$ cat src/rtl/core/bmpc_pkg.sv
// ---------------------------------------------------------------------------
// bmpc_pkg
// Shared types and constants of the back-EMF servo controller.
// ---------------------------------------------------------------------------
package bmpc_pkg;

	localparam int NUM_MOTORS    = 4;
	localparam int MOT_W         = 2;
	localparam int PWM_PERIOD    = 240;
	localparam int DEAD_BAND     = 3;
	localparam int ERR_SUM_LIMIT = 170000;
	localparam int FAR_DISTANCE  = 1073741823;
	localparam int PERCENT       = 100;
	localparam int DUTY_MARGIN   = 2;

	localparam int NUM_W = 49;
	localparam int QUO_W = 50;
	localparam int ACC_W = 52;
	localparam int DEN_W = 15;

	localparam int IN_W  = 72;
	localparam int OUT_W = 72;

	typedef enum logic [2:0] {
		OP_TICK     = 3'd0,
		OP_MOVE_POS = 3'd1,
		OP_MOVE_VEL = 3'd2,
		OP_POWER    = 3'd3,
		OP_CLEAR    = 3'd4
	} op_e_t;

	typedef enum logic [2:0] {
		CFG_THRESH  = 3'd0,
		CFG_P_MULT  = 3'd1,
		CFG_I_MULT  = 3'd2,
		CFG_D_MULT  = 3'd3,
		CFG_P_DIV   = 3'd4,
		CFG_I_DIV   = 3'd5,
		CFG_D_DIV   = 3'd6
	} cfg_idx_t;

	typedef enum logic [1:0] {
		TERM_P = 2'd0,
		TERM_I = 2'd1,
		TERM_D = 2'd2
	} term_t;

	typedef enum logic [3:0] {
		ST_IDLE,
		ST_EXEC,
		ST_PLAN,
		ST_ERR,
		ST_MUL,
		ST_DIVGO,
		ST_DIVW,
		ST_SUM,
		ST_OUT
	} state_t;

	typedef struct packed {
		logic  latch;
		logic  exec;
		logic  plan;
		logic  err;
		logic  mul;
		logic  div_start;
		logic  accum;
		logic  sum;
		logic  load_out;
		term_t term;
	} cmd_t;

	typedef struct packed {
		logic run;
		logic is_tick;
		logic div_done;
		logic out_free;
	} stat_t;

endpackage

$ cat src/rtl/core/bmpc_ctrl.sv
// ---------------------------------------------------------------------------
// bmpc_ctrl
// Sequencer: command execution, trajectory step, PID terms, result transfer.
// ---------------------------------------------------------------------------
module bmpc_ctrl import bmpc_pkg::*; (
	input  logic  clk,
	input  logic  arst_n,
	input  logic  in_valid,
	output logic  in_ready,
	input  stat_t stat,
	output cmd_t  cmd
);

	state_t state_q, state_d;
	term_t  term_q, term_d;

	always_ff @(posedge clk or negedge arst_n) begin
		if (!arst_n) begin
			state_q <= ST_IDLE;
			term_q  <= TERM_P;
		end else begin
			state_q <= state_d;
			term_q  <= term_d;
		end
	end

	always_comb begin
		state_d  = state_q;
		term_d   = term_q;
		cmd      = '0;
		cmd.term = term_q;
		in_ready = 1'b0;
		case (state_q)
			ST_IDLE: begin
				in_ready = 1'b1;
				if (in_valid) begin
					cmd.latch = 1'b1;
					state_d   = ST_EXEC;
				end
			end
			ST_EXEC: begin
				cmd.exec = 1'b1;
				state_d  = (stat.is_tick && stat.run) ? ST_PLAN : ST_OUT;
			end
			ST_PLAN: begin
				cmd.plan = 1'b1;
				state_d  = ST_ERR;
			end
			ST_ERR: begin
				cmd.err = 1'b1;
				term_d  = TERM_P;
				state_d = ST_MUL;
			end
			ST_MUL: begin
				cmd.mul = 1'b1;
				state_d = ST_DIVGO;
			end
			ST_DIVGO: begin
				cmd.div_start = 1'b1;
				state_d       = ST_DIVW;
			end
			ST_DIVW: begin
				if (stat.div_done) begin
					cmd.accum = 1'b1;
					case (term_q)
						TERM_P:  begin term_d = TERM_I; state_d = ST_MUL; end
						TERM_I:  begin term_d = TERM_D; state_d = ST_MUL; end
						default: state_d = ST_SUM;
					endcase
				end
			end
			ST_SUM: begin
				cmd.sum = 1'b1;
				state_d = ST_OUT;
			end
			ST_OUT: begin
				if (stat.out_free) begin
					cmd.load_out = 1'b1;
					state_d      = ST_IDLE;
				end
			end
			default: state_d = ST_IDLE;
		endcase
	end

endmodule

$ cat config.mk
export PLATFORM = sky130hd
export DESIGN_NAME = bmpc_ctrl
export DESIGN_NICKNAME = d
export VERILOG_FILES = /design/src/rtl/core/bmpc_pkg.sv /design/src/rtl/core/bmpc_ctrl.sv
export SDC_FILE = /design/constraint.sdc
export NUM_CORES = 1
export LEC_CHECK = 0
export ABC_AREA = 1
export ABC_CLOCK_PERIOD_IN_PS = 1500
export BUFFER_PORTS_ARGS = -buffer_cell sky130_fd_sc_hd__buf_4
export CORE_AREA = 3 3 40 42
export CTS_BUF_LIST = sky130_fd_sc_hd__clkbuf_2 sky130_fd_sc_hd__clkbuf_4 sky130_fd_sc_hd__clkbuf_8
export DETAILED_ROUTE_END_ITERATION = 10
export DIE_AREA = 0 0 43 45
export HOLD_SLACK_MARGIN = 0.06
export PLACE_DENSITY = 0.57
export SYNTH_ARGS = -nofsm -noshare
export SYNTH_HDL_FRONTEND = slang
export SYNTH_SLANG_ARGS = --single-unit
$ cat constraint.sdc
create_clock -name clk -period 1.5 [get_ports clk]
set_input_delay 0.075 -clock clk [delete_from_list [all_inputs] [get_ports clk]]
set_output_delay 0.075 -clock clk [all_outputs]
set_load 0.01 [all_outputs]
==> results.md <==
* Outcome: completed
* Worst setup EP type: output pin
* DRC at 0
* Share of post-route cells with drive strength above 1 at 0.270
* Total CTS buffers at 3
* First-pass GRT wire length at about 1900 µm
* Register-to-register setup slack at between 0.3 and 0.4 ns
* Clock-pin slew on the worst setup and hold paths at roughly 0.050 ns
* Initial antenna violation count at 0
* Largest net degree at the start of global routing at 7
* Max Cap Viol at 0
* Sink Count at 6
* Grt total ovfl at 0
* Leading area contributor after synthesis: dfrtp_1
* Via count at a little under 500
* Die area at just under 2000 µm²
* Switching power at about 550 µW
* Pre-Repair DR Iteration Count at 4
* Initial core utilization at 0.319
* Cell Int Power at slightly above 600 µW
* Most Crowded Layer GR: met2
* Tmin final at around 1.3 ns
* CP Launch Type: flip-flop
* Comb power frac at 0.601
* Vias in the first global route at between 400 and 500
* I/O Pins at 19
* Area growth syn-to-layout at 46.0%
* Met3 Track Usage GR at 0.0478
* Tot GR Track Use at 0.134
* Clk_skew at 0.00448 ns
* Fin nets at just under 100
* CTS tree: built
* Final WL at 1150 µm
* CP max-delay cell: dfrtp_1
* Ant. Diodes at 0
* Max incr delay on CP at between 0.4 and 0.5 ns
* Critical path data required time at around 1.4 ns
* Die H at 45 µm
* HPWL Detailed at 916 µm
* DRT iter0 DRCs at 5
* Met2 usage at 0.204
* Root Driver: clkbuf_4
* GPL Wtd Cong at roughly 0.84
* Die width at 43 µm
* Worst Path Arrival at between 1 and 1.5 ns
* Final Slew Violations at 0
* Avg Inst Size Synth at around 6.1 µm²
* Post-synthesis sequential area ratio at 0.366
* Sw frac at 0.471
* Worst Setup Path Type: reg2out
* Row count at 13
* Clk buf depth at 2
* Setup_tns at 0 ns
* Clock Latency Late Sink at 0.25 ns
* Worst path cell trace: nor2_2, inv_1, nor3_1, buf_4
* Worst Path Max Fanout at 5
* Antenna Nets Post-Route at 0
* Final hold violation count at 0
* Peak supply drop at 0.000892 V
* # H-tree levels at 1
* Met1 Use GR at 0.166
* Highest Clock Rate at roughly 0.77 GHz
* Rel. slew slack at 0.845
* Pleak at ~0.00037 µW
* Area contributors post-synth: dfrtp_1, nand2_1, inv_1
* Post-Syn Instances at 67
* Final number of setup-violating endpoints at 0
* Cell Pwr Density at 1940 nW/µm²
* Worst setup margin at between 0.15 and 0.2 ns
* Syn Nets at 74
* RSZ-0062 raised after global routing: false
* Average routed wire per standard cell at around 11 µm
* Flops & latches, synth at 6
* Most frequent cells in the layout: buf_4, nand2_1, inv_1, nor2_1, nand3_1
* Power, Total at ~1200 µW
* Synth top area share at 0.366
* Postcts setup bufs at 0
* Synth warn at 0
* Dpl ws at ~0.28 ns
* Synth cell types at 12
* IO buf count at 18
* Commonest non-fill, non-tap cell in the layout: buf_4
* Core footprint at ~1300 µm²
* Sequential Power Share at 0.269
* Final period util at 0.869
* Clock power frac at 0.130
* Type of the most critical hold path: in2async
* Worst-Margin Slew at 0.232 ns
* DR vias/cell at 4.71
* Syn Std Cell Area at approximately 410 µm²
## final cells by class
| class | count | area, µm² |
|---|---|---|
| clock buffer | 3 | 22.5 |
| fill | 143 | 686 |
| inverter | 16 | 60.1 |
| multi-input combinational | 45 | 203 |
| sequential | 6 | 150 |
| tap | 15 | 18.8 |
| timing repair buffer | 19 | 145 |
## Yosys cell counts (all sizes together)
| library cell | number |
|---|---|
| nand2 | 17 |
| inv | 16 |
| nor2 | 13 |
| nand3 | 8 |
| dfrtp | 6 |
| a21oi | 2 |
| nor3 | 2 |
| nand4 | 1 |
| o21ai | 1 |
| o221ai | 1 |
## final timing paths
| kind | startpoint | end | cells after the start |
|---|---|---|---|
| worst min register to register | term_q[1]$_DFFE_PN0P_ | state_q[0]$_DFFE_PN0P_ | 2 |
| worst min-delay path | arst_n | state_q[0]$_DFFE_PN0P_ | 2 |
| worst max register to register | state_q[0]$_DFFE_PN0P_ | term_q[0]$_DFFE_PN0P_ | 6 |
| max in group asynchronous | arst_n | term_q[0]$_DFFE_PN0P_ | 2 |
| min in group clk | stat[1] | state_q[1]$_DFFE_PN0P_ | 4 |
| worst max-delay path | state_q[1]$_DFFE_PN0P_ | cmd[10] | 4 |
## metal layers
layer	vias up	wire length [µm]	share of wire
met5	-	0	0
met4	0	19	0.017
met3	4	109	0.095
met2	24	494	0.43
met1	213	525	0.46
li1	249	-	-
## cell families after synthesis
logic type / count (synthesis) / share of synthesized area
flops: 6 / 0.366
compound gates: 4 / 0.0579
simple gates: 41 / 0.430
buf+inv: 16 / 0.146
## power by group through the flow
stage	clock network [µW]	registers (µW)	logic, µW
after global routing	166	323	791
final	151	313	700
after floorplan	0	309	415
after detailed placement	0	310	693
after CTS	159	308	700
after global placement	0	311	699
## stage by stage
stage / std cells / hold WS (ns) / util / cell area (µm²)
final: 104 / 0.170 / 0.466 / 599
after global routing: 104 / 0.171 / 0.466 / 599
after CTS: 104 / 0.167 / 0.464 / 597
after detailed placement: 100 / -0.112 / 0.439 / 564
after global placement: 100 / -0.112 / 0.439 / 564
after floorplan: 67 / -0.221 / - / 410
## worst max-delay path, delay by kind of cell (launching register included)
| family | cells | cell delay, ns |
|---|---|---|
| AND/OR/NAND/NOR | 2 | 0.35 |
| flip-flops | 1 | 0.41 |
| buffers and inverters | 2 | 0.23 |
## state kept, by name, indices dropped and copies added (netlist names)
| register | count |
|---|---|
| state_q | 4 |
| term_q | 2 |
## timing repair
action                                  in CTS  in global routing
hold endpoints to repair                     6                  0
hold buffers                                 1                  0
endpoints found under the setup margin       0                  2
gates resized for setup                      0                  1
Power figures use the tool's default switching activity.
